===== src/design/afr_pkg.sv =====
`default_nettype none

package afr_pkg;

  // Largest payload index that is forwarded, plus one; also the length ceiling.
  localparam int PAYLOAD_MAX = 32;

  localparam int CfgIdxW = 2;

  typedef enum logic [CfgIdxW-1:0] {
    CFG_SYNC_BYTE   = 2'd0,
    CFG_OWN_ADDRESS = 2'd1,
    CFG_IDLE_LIMIT  = 2'd2
  } cfg_index_e;

  typedef enum logic [2:0] {
    PH_SYNC = 3'd0,
    PH_ADDR = 3'd1,
    PH_CMD  = 3'd2,
    PH_LEN  = 3'd3,
    PH_DATA = 3'd4,
    PH_CRCH = 3'd5,
    PH_CRCL = 3'd6
  } phase_e;

  typedef enum logic {
    CMD_BYTE = 1'b0,
    CMD_TICK = 1'b1
  } command_e;

  typedef enum logic [1:0] {
    KIND_PAYLOAD   = 2'd0,
    KIND_GOOD      = 2'd1,
    KIND_CRC_ERROR = 2'd2,
    KIND_TIMEOUT   = 2'd3
  } kind_e;

  typedef struct packed {
    logic       command;
    logic [7:0] rx_byte;
  } item_t;

  typedef struct packed {
    kind_e      kind;
    logic [7:0] payload_byte;
    logic [7:0] payload_index;
    logic [7:0] frame_command;
    logic [7:0] frame_length;
    logic       address_match;
  } result_t;

  typedef struct packed {
    logic [7:0] sync_byte;
    logic [7:0] own_address;
    logic [7:0] idle_tick_limit;
  } cfg_t;

  // CRC-16/XMODEM update by one byte, MSB first.
  function automatic logic [15:0] crc16_feed(input logic [15:0] crc, input logic [7:0] b);
    logic [15:0] r;
    r = crc ^ {b, 8'h00};
    for (int k = 0; k < 8; k++) begin
      if (r[15]) begin
        r = {r[14:0], 1'b0} ^ 16'h1021;
      end else begin
        r = {r[14:0], 1'b0};
      end
    end
    return r;
  endfunction

endpackage

`default_nettype wire


===== src/design/afr_in_stage.sv =====
`default_nettype none

module afr_in_stage
  import afr_pkg::*;
(
  input  wire logic  clk_i,
  input  wire logic  rst_ni,
  input  wire logic  in_valid_i,
  output logic       in_ready_o,
  input  wire item_t item_i,
  input  wire logic  advance_i,
  output logic       valid_o,
  output item_t      item_o
);

  logic  valid_q;
  item_t item_q;

  // A new transaction is taken when the stage is empty or drains this cycle.
  assign in_ready_o = !valid_q || advance_i;

  always_ff @(posedge clk_i or negedge rst_ni) begin
    if (!rst_ni) begin
      valid_q <= 1'b0;
    end else if (in_ready_o) begin
      valid_q <= in_valid_i;
    end
  end

  always_ff @(posedge clk_i) begin
    if (in_ready_o && in_valid_i) begin
      item_q <= item_i;
    end
  end

  assign valid_o = valid_q;
  assign item_o  = item_q;

endmodule

`default_nettype wire


===== src/design/afr_core.sv =====
`default_nettype none

module afr_core
  import afr_pkg::*;
(
  input  wire logic  clk_i,
  input  wire logic  rst_ni,
  input  wire cfg_t  cfg_i,
  input  wire logic  item_valid_i,
  input  wire item_t item_i,
  input  wire logic  advance_i,
  output logic       res_valid_o,
  output result_t    res_o
);

  phase_e      phase_q, phase_d;
  logic [15:0] crc_q, crc_d;
  logic [7:0]  cmd_q, cmd_d;
  logic [7:0]  decl_len_q, decl_len_d;
  logic [7:0]  rcvd_q, rcvd_d;
  logic        addr_ok_q, addr_ok_d;
  logic [7:0]  crc_hi_q, crc_hi_d;
  logic [7:0]  idle_q, idle_d;

  logic [15:0] crc_next;
  logic [7:0]  idle_inc;
  logic [7:0]  rcvd_inc;
  logic [7:0]  b;
  logic        res_valid;
  result_t     res;

  assign b        = item_i.rx_byte;
  assign crc_next = crc16_feed(crc_q, b);
  assign idle_inc = idle_q + 8'd1;
  assign rcvd_inc = rcvd_q + 8'd1;

  always_comb begin
    phase_d    = phase_q;
    crc_d      = crc_q;
    cmd_d      = cmd_q;
    decl_len_d = decl_len_q;
    rcvd_d     = rcvd_q;
    addr_ok_d  = addr_ok_q;
    crc_hi_d   = crc_hi_q;
    idle_d     = idle_q;
    res_valid  = 1'b0;
    res        = '0;

    if (item_i.command == CMD_TICK) begin
      // Ticks only count once a frame has started.
      if (phase_q != PH_SYNC) begin
        idle_d = idle_inc;
        if (idle_inc >= cfg_i.idle_tick_limit) begin
          phase_d   = PH_SYNC;
          idle_d    = '0;
          res_valid = 1'b1;
          res.kind  = KIND_TIMEOUT;
        end
      end
    end else begin
      case (phase_q)
        PH_SYNC: begin
          if (b == cfg_i.sync_byte) begin
            crc_d   = crc16_feed(16'h0000, b);
            idle_d  = '0;
            phase_d = PH_ADDR;
          end
        end
        PH_ADDR: begin
          idle_d    = '0;
          crc_d     = crc_next;
          addr_ok_d = (b == cfg_i.own_address);
          phase_d   = PH_CMD;
        end
        PH_CMD: begin
          idle_d  = '0;
          crc_d   = crc_next;
          cmd_d   = b;
          phase_d = PH_LEN;
        end
        PH_LEN: begin
          idle_d     = '0;
          crc_d      = crc_next;
          decl_len_d = b;
          rcvd_d     = '0;
          phase_d    = (b == 8'd0) ? PH_CRCH : PH_DATA;
        end
        PH_DATA: begin
          idle_d = '0;
          crc_d  = crc_next;
          if (rcvd_q < 8'(PAYLOAD_MAX)) begin
            res_valid         = 1'b1;
            res.kind          = KIND_PAYLOAD;
            res.payload_byte  = b;
            res.payload_index = rcvd_q;
          end
          rcvd_d = rcvd_inc;
          if (rcvd_inc >= decl_len_q) begin
            phase_d = PH_CRCH;
          end
        end
        PH_CRCH: begin
          idle_d   = '0;
          crc_hi_d = b;
          phase_d  = PH_CRCL;
        end
        PH_CRCL: begin
          idle_d            = '0;
          phase_d           = PH_SYNC;
          res_valid         = 1'b1;
          res.kind          = ((crc_hi_q == crc_q[15:8]) && (b == crc_q[7:0])) ?
                              KIND_GOOD : KIND_CRC_ERROR;
          res.frame_command = cmd_q;
          res.frame_length  = (rcvd_q > 8'(PAYLOAD_MAX)) ? 8'(PAYLOAD_MAX) : rcvd_q;
          res.address_match = addr_ok_q;
        end
        default: begin
          phase_d = PH_SYNC;
          idle_d  = '0;
        end
      endcase
    end
  end

  always_ff @(posedge clk_i or negedge rst_ni) begin
    if (!rst_ni) begin
      phase_q    <= PH_SYNC;
      crc_q      <= '0;
      cmd_q      <= '0;
      decl_len_q <= '0;
      rcvd_q     <= '0;
      addr_ok_q  <= 1'b0;
      crc_hi_q   <= '0;
      idle_q     <= '0;
    end else if (advance_i) begin
      phase_q    <= phase_d;
      crc_q      <= crc_d;
      cmd_q      <= cmd_d;
      decl_len_q <= decl_len_d;
      rcvd_q     <= rcvd_d;
      addr_ok_q  <= addr_ok_d;
      crc_hi_q   <= crc_hi_d;
      idle_q     <= idle_d;
    end
  end

  assign res_valid_o = item_valid_i && res_valid;
  assign res_o       = res;

endmodule

`default_nettype wire


===== src/design/afr_out_stage.sv =====
`default_nettype none

module afr_out_stage
  import afr_pkg::*;
(
  input  wire logic    clk_i,
  input  wire logic    rst_ni,
  input  wire logic    load_i,
  input  wire result_t res_i,
  output logic         space_o,
  output logic         out_valid_o,
  input  wire logic    out_ready_i,
  output result_t      res_o
);

  logic    valid_q;
  result_t res_q;

  // The register can take a result when empty or when its transaction completes now.
  assign space_o = !valid_q || out_ready_i;

  always_ff @(posedge clk_i or negedge rst_ni) begin
    if (!rst_ni) begin
      valid_q <= 1'b0;
    end else if (space_o) begin
      valid_q <= load_i;
    end
  end

  always_ff @(posedge clk_i) begin
    if (space_o && load_i) begin
      res_q <= res_i;
    end
  end

  assign out_valid_o = valid_q;
  assign res_o       = res_q;

endmodule

`default_nettype wire


===== src/design/addressed_frame_receiver_crc16.sv =====
// Channel  | Handshake                 | Payload
// ---------+---------------------------+----------------------------------------------
// input    | in_valid_i / in_ready_o   | command_i, rx_byte_i
// result   | out_valid_o / out_ready_i | kind_o, payload_byte_o, payload_index_o,
//          |                           | frame_command_o, frame_length_o, address_match_o
// config   | cfg_we_i                  | cfg_index_i, cfg_data_i
//
// One transaction per cycle is accepted unless the held item stalls; an item is held in
// the input register, and its result, if any, is then loaded into the result register.
// The input and result registers lie around the parser step, which is combinational.
// Reset returns the parser to waiting for sync and restores register defaults.
// A stalled result register holds back the parser only when the pending item has a result.
`default_nettype none

module addressed_frame_receiver_crc16
  import afr_pkg::*;
(
  input  wire logic                clk_i,
  input  wire logic                rst_ni,
  input  wire logic                in_valid_i,
  output logic                     in_ready_o,
  input  wire logic                command_i,
  input  wire logic [7:0]          rx_byte_i,
  output logic                     out_valid_o,
  input  wire logic                out_ready_i,
  output logic [1:0]               kind_o,
  output logic [7:0]               payload_byte_o,
  output logic [7:0]               payload_index_o,
  output logic [7:0]               frame_command_o,
  output logic [7:0]               frame_length_o,
  output logic                     address_match_o,
  input  wire logic                cfg_we_i,
  input  wire logic [CfgIdxW-1:0]  cfg_index_i,
  input  wire logic [7:0]          cfg_data_i
);

  cfg_t    cfg_q;
  item_t   in_item;
  item_t   stage_item;
  logic    stage_valid;
  logic    res_valid;
  result_t res;
  result_t out_res;
  logic    out_space;
  logic    advance;

  always_ff @(posedge clk_i or negedge rst_ni) begin
    if (!rst_ni) begin
      cfg_q.sync_byte       <= 8'd0;
      cfg_q.own_address     <= 8'd1;
      cfg_q.idle_tick_limit <= 8'd1;
    end else if (cfg_we_i) begin
      case (cfg_index_e'(cfg_index_i))
        CFG_SYNC_BYTE:   cfg_q.sync_byte       <= cfg_data_i;
        CFG_OWN_ADDRESS: cfg_q.own_address     <= cfg_data_i;
        CFG_IDLE_LIMIT:  cfg_q.idle_tick_limit <= cfg_data_i;
        default: ;
      endcase
    end
  end

  assign in_item.command = command_i;
  assign in_item.rx_byte = rx_byte_i;

  // The held item moves on unless it has a result and the result register is full.
  assign advance = stage_valid && (!res_valid || out_space);

  afr_in_stage u_in_stage (
    .clk_i      (clk_i),
    .rst_ni     (rst_ni),
    .in_valid_i (in_valid_i),
    .in_ready_o (in_ready_o),
    .item_i     (in_item),
    .advance_i  (advance),
    .valid_o    (stage_valid),
    .item_o     (stage_item)
  );

  afr_core u_core (
    .clk_i        (clk_i),
    .rst_ni       (rst_ni),
    .cfg_i        (cfg_q),
    .item_valid_i (stage_valid),
    .item_i       (stage_item),
    .advance_i    (advance),
    .res_valid_o  (res_valid),
    .res_o        (res)
  );

  afr_out_stage u_out_stage (
    .clk_i       (clk_i),
    .rst_ni      (rst_ni),
    .load_i      (advance && res_valid),
    .res_i       (res),
    .space_o     (out_space),
    .out_valid_o (out_valid_o),
    .out_ready_i (out_ready_i),
    .res_o       (out_res)
  );

  assign kind_o          = out_res.kind;
  assign payload_byte_o  = out_res.payload_byte;
  assign payload_index_o = out_res.payload_index;
  assign frame_command_o = out_res.frame_command;
  assign frame_length_o  = out_res.frame_length;
  assign address_match_o = out_res.address_match;

`ifndef ASSERT_OFF
  a_timeout_fields_zero: assert property (@(posedge clk_i) disable iff (!rst_ni)
    out_valid_o && (kind_o == KIND_TIMEOUT) |->
      (payload_byte_o == 8'd0) && (payload_index_o == 8'd0) &&
      (frame_command_o == 8'd0) && (frame_length_o == 8'd0) && !address_match_o)
    else $error("timeout result carries nonzero fields");

  a_payload_index_range: assert property (@(posedge clk_i) disable iff (!rst_ni)
    out_valid_o && (kind_o == KIND_PAYLOAD) |->
      (payload_index_o < 8'(PAYLOAD_MAX)) && (frame_length_o == 8'd0))
    else $error("payload result index beyond buffer");

  a_frame_length_sat: assert property (@(posedge clk_i) disable iff (!rst_ni)
    out_valid_o && ((kind_o == KIND_GOOD) || (kind_o == KIND_CRC_ERROR)) |->
      (frame_length_o <= 8'(PAYLOAD_MAX)))
    else $error("frame length not saturated");

  a_stall_holds_item: assert property (@(posedge clk_i) disable iff (!rst_ni)
    stage_valid && !advance |=> stage_valid && $stable(stage_item))
    else $error("held item lost while result register full");
`endif

endmodule

`default_nettype wire


===== config.mk =====
export PLATFORM = sky130hd
export DESIGN_NAME = addressed_frame_receiver_crc16
export DESIGN_NICKNAME = d
export VERILOG_FILES = /design/src/design/afr_pkg.sv /design/src/design/afr_in_stage.sv /design/src/design/afr_core.sv /design/src/design/afr_out_stage.sv /design/src/design/addressed_frame_receiver_crc16.sv
export SDC_FILE = /design/constraint.sdc
export NUM_CORES = 1
export LEC_CHECK = 0
export BUFFER_PORTS_ARGS = -buffer_cell sky130_fd_sc_hd__buf_4
export CORE_AREA = 2 2 118 120
export CTS_CLUSTER_DIAMETER = 200
export DETAILED_ROUTE_END_ITERATION = 10
export DIE_AREA = 0 0 120 122
export GPL_TIMING_DRIVEN = 0
export PLACE_DENSITY_LB_ADDON = 0.3
export RECOVER_POWER = 100
export SYNTH_ARGS = -nofsm -noshare
export SYNTH_HDL_FRONTEND = slang
export SYNTH_SLANG_ARGS = --single-unit

===== constraint.sdc =====
create_clock -name clk_i -period 3.6 [get_ports clk_i]
set_clock_uncertainty 0.1 [all_clocks]
set_input_delay 0.72 -clock clk_i [delete_from_list [all_inputs] [get_ports clk_i]]
set_output_delay 0.72 -clock clk_i [all_outputs]
set_load 0.02 [all_outputs]

==> metrics.txt <==
final hold violation count=0; Post-Synth Adder-Cell Area=3.60%; DR vias=4,455; per-instance average area after synthesis=11.6 um^2; dominant combinational cell family by area after synthesis=simple AND/OR/NAND/NOR gates; count of mapped cells out of synthesis=568; Yosys Warn Count=0; drt initial violations=310; setup ws final=0.0695 ns; GRT met2 Usage=31.0%; Internal Dissipation=0.00361 W; total routing resource utilization after global routing=19.8%; switching component of the power=0.00186 W; mux cell area share after synthesis=8.84%; number of instances in the placed design=812; TritonCTS Buffers=17; remaining routing DRC violations=0; violations in the final reports=capacitance limit, slew limit; number of antenna repair diodes=0; Post-synth EDFFs=44; maximum clock path buffer count=2; clock period minus worst slack=3.53 ns; sequential share of power=38.6%; Pwr per Cell Area=679 mW/mm^2; startpoint type of the worst setup path=flop; IO Pins=61; count of antenna-violating nets left after detailed routing=0; Initial Utilization=48.9%; area of the core=0.0135 mm^2; met3 usage in global routing=4.92%; Pre-Repair DR Iteration Count=4; synthesized-area fraction occupied by ao, oa, aoi and oai cells=7.68%; Synth Flop Type=sky130_fd_sc_hd__dfrtp_1; IR drop worst, VDD=0.403 mV; Die Width=120 um; HPWL reported at the end of detailed placement=9200 um; cell area after technology mapping=0.00660 mm^2; critical path start-end classification=reg2out; unrepaired setup endpoints after global routing=true; WP data arrival=2.71 ns; clock tree from TritonCTS=done; Worst Path Max Fanout=3; count of input and output buffers=60; met1 routing resource usage after global routing=26.0%; type of element capturing the critical path=output port; path category of the worst min-delay check=in2reg; portion of the post-synthesis area used by sequential elements=52.7%; simple-gate portion of the synthesized area=12.6%; die boundary height=122 um; clock slew seen by the registers of the worst setup and hold paths=0.06 ns; sw frac=34.0%; Worst Tran Pin Value=2.14 ns; final cell count without fillers=861; via count of the first global-routing pass=4,441; final routed wirelength across all metal layers=13,400 um; number of levels in the clock H-tree=4; total gr overflow=0; TritonCTS Sinks=130; standard-cell row count=43; ratio of cells with drive above 1 in the final layout=29.7%; post-synthesis xor/xnor area fraction=11.4%; Nets=711; routed via count divided by cell count=5.17; count of distinct cell types in the synthesized netlist=58; post-route core utilization=59.7%; result of the run=complete, but fails checks; Pins Over Slew Limit=87; Async SR Flop Fraction=66.2%; worst slew slack as a fraction of its limit=-42.8%; number of maximum-capacitance violations=1; synthesis-stage register bit count=130; antenna violations before repair=0; later-pin clock latency in the skew report=0.42 ns; Logic pwr share=33.5%; most congested layer reported by global routing=met2; clock tree root driver cell=sky130_fd_sc_hd__clkbuf_16; Routability Congestion=0.821; Critical Path RT=2.78 ns; part of the power in the clock network=27.9%; pin count of the biggest net entering global routing=87; Leak Pwr=3.52 nW; final period utilization=98.1%; area enclosed by the die boundary=0.0146 mm^2; upper clock frequency limit=283 MHz; WL per Instance=15.6 um; synthesis-to-finish area growth=22.2%; global-route wire length before repair=22,000 um; reg2reg setup slack=0.16 ns; count of final setup violators=0; setup slack at placement=-0.0904 ns
power by group through the flow:
stage,clock [W],sequential (W),combinational [W]
floorplan,0,0.00209,0.00137
global placement,0,0.00211,0.00170
detailed placement,0,0.00213,0.00176
CTS,0.00156,0.00211,0.00182
global route,0.00162,0.00215,0.00208
finish,0.00153,0.00211,0.00184
sequential cells by signal, summed over array words and instances (netlist names):
register and cells:
cfg_q 24, u_in_stage.valid_o 1, u_in_stage.item_o 9, u_core.decl_len_q 8, u_core.rcvd_q 8, u_core.crc_hi_q 8
u_core.phase_q 3, u_core.crc_q 16, u_out_stage.res_o 35, u_out_stage.out_valid_o 1, u_core.addr_ok_q 1, u_core.cmd_q 8
u_core.idle_q 8
cell usage after synthesis, types with 4 or more instances:
cell type,number,area (um^2)
sky130_fd_sc_hd__edfxtp_1,44,1320
sky130_fd_sc_hd__and3_1,12,75.1
sky130_fd_sc_hd__dfrtp_1,84,2100
sky130_fd_sc_hd__nor2_1,17,63.8
sky130_fd_sc_hd__clkbuf_1,16,60.1
sky130_fd_sc_hd__a22o_1,8,70.1
sky130_fd_sc_hd__mux2_2,50,563
sky130_fd_sc_hd__ha_1,19,238
sky130_fd_sc_hd__a21oi_1,12,60.1
sky130_fd_sc_hd__nand2b_1,4,25.0
sky130_fd_sc_hd__xor2_1,47,412
sky130_fd_sc_hd__buf_2,14,70.1
sky130_fd_sc_hd__inv_1,19,71.3
sky130_fd_sc_hd__nand3_1,12,60.1
sky130_fd_sc_hd__nand4_1,4,25.0
sky130_fd_sc_hd__and2_1,21,131
sky130_fd_sc_hd__o21ai_0,33,165
sky130_fd_sc_hd__nor4_1,7,43.8
sky130_fd_sc_hd__nor3_1,5,25.0
sky130_fd_sc_hd__nand2_1,52,195
sky130_fd_sc_hd__xnor2_1,39,342
layout make-up:
class | count | area, um^2
inverters | 19 | 71.3
flip-flops and latches | 130 | 3480
multi-input cells | 392 | 3040
well taps | 180 | 225
repair buffers | 77 | 572
clock buffers | 20 | 447
plain buffers | 31 | 140
fillers | 1092 | 5450
clock inverters | 12 | 87.6
through the flow:
step | setup TNS [ns] | hold slack, ns | instance area (um^2) | power [W]
after floorplan | 0 | 0.324 | 6620 | 0.00347
after global placement | -14.28 | 0.379 | 7290 | 0.00382
after detailed placement | -0.732 | 0.387 | 7300 | 0.00389
after CTS | -0.0181 | 0.351 | 7990 | 0.00548
after global routing | -0.0628 | 0.381 | 8060 | 0.00585
final | 0 | 0.390 | 8060 | 0.00547
critical path, cell delays in order, from the launching register on:
cell and delay [ns]:
sky130_fd_sc_hd__dfrtp_1 0.42, sky130_fd_sc_hd__ha_4 0.20, sky130_fd_sc_hd__buf_6 0.11, sky130_fd_sc_hd__xor2_2 0.13
sky130_fd_sc_hd__ha_1 0.22, sky130_fd_sc_hd__a2111oi_1 0.54, sky130_fd_sc_hd__o21ai_2 0.12, sky130_fd_sc_hd__nand4_1 0.15
sky130_fd_sc_hd__a21bo_2 0.16, sky130_fd_sc_hd__or2_4 0.12, sky130_fd_sc_hd__buf_6 0.11
per-layer routing:
metal	vias to the layer above	wire length, um
met5	-	0
met4	0	235
met3	23	711
met2	117	6410
met1	2142	6040
li1	2173	-
final timing paths:
kind	cells after the start	from	end
max	10	u_core.idle_q[1]	in_ready_o
min	1	rx_byte_i[7]	u_in_stage.item_o[7]
max reg2reg	19	u_core.idle_q[1]	u_core.idle_q[4]
min reg2reg	1	u_core.cmd_q[4]	u_core.cmd_q[4]
max in group asynchronous	1	rst_ni	u_core.idle_q[0]
min in group asynchronous	1	rst_ni	u_core.cmd_q[0]
logic make-up (layout without fill, tap and decap cells):
group	after synthesis	in the layout
compound gates	76	76
fa+ha+maj	19	19
other cells	1	5
mux	52	52
simple gates	154	154
buf+inv	50	159
xor+xnor	86	86
flops	130	130
placed cells by master, fill, tap and decap left out, types with 5 or more instances in the layout:
| cell | n |
|---|---|
| sky130_fd_sc_hd__o21ai_0 | 31 |
| sky130_fd_sc_hd__nor2_1 | 14 |
| sky130_fd_sc_hd__edfxtp_1 | 44 |
| sky130_fd_sc_hd__xnor2_1 | 39 |
| sky130_fd_sc_hd__nor4_1 | 7 |
| sky130_fd_sc_hd__dfrtp_1 | 82 |
| sky130_fd_sc_hd__buf_4 | 63 |
| sky130_fd_sc_hd__clkbuf_4 | 8 |
| sky130_fd_sc_hd__xor2_1 | 45 |
| sky130_fd_sc_hd__clkbuf_1 | 21 |
| sky130_fd_sc_hd__clkinv_4 | 7 |
| sky130_fd_sc_hd__and3_1 | 11 |
| sky130_fd_sc_hd__clkbuf_16 | 17 |
| sky130_fd_sc_hd__nand3_1 | 10 |
| sky130_fd_sc_hd__inv_1 | 19 |
| sky130_fd_sc_hd__a21oi_1 | 12 |
| sky130_fd_sc_hd__conb_1 | 5 |
| sky130_fd_sc_hd__nor3_1 | 5 |
| sky130_fd_sc_hd__mux2_2 | 50 |
| sky130_fd_sc_hd__a22o_1 | 8 |
| sky130_fd_sc_hd__buf_2 | 13 |
| sky130_fd_sc_hd__and2_1 | 21 |
| sky130_fd_sc_hd__nand2_1 | 52 |
| sky130_fd_sc_hd__ha_1 | 17 |
timing repair:
action / CTS / global route
buffers inserted: 13 / 4
setup endpoints to repair: 10 / 12
hold buffers: 0 / 0
pin swaps: 10 / 13
resized for setup: 14 / 15
No activity file was read; power rests on OpenSTA's default activity.
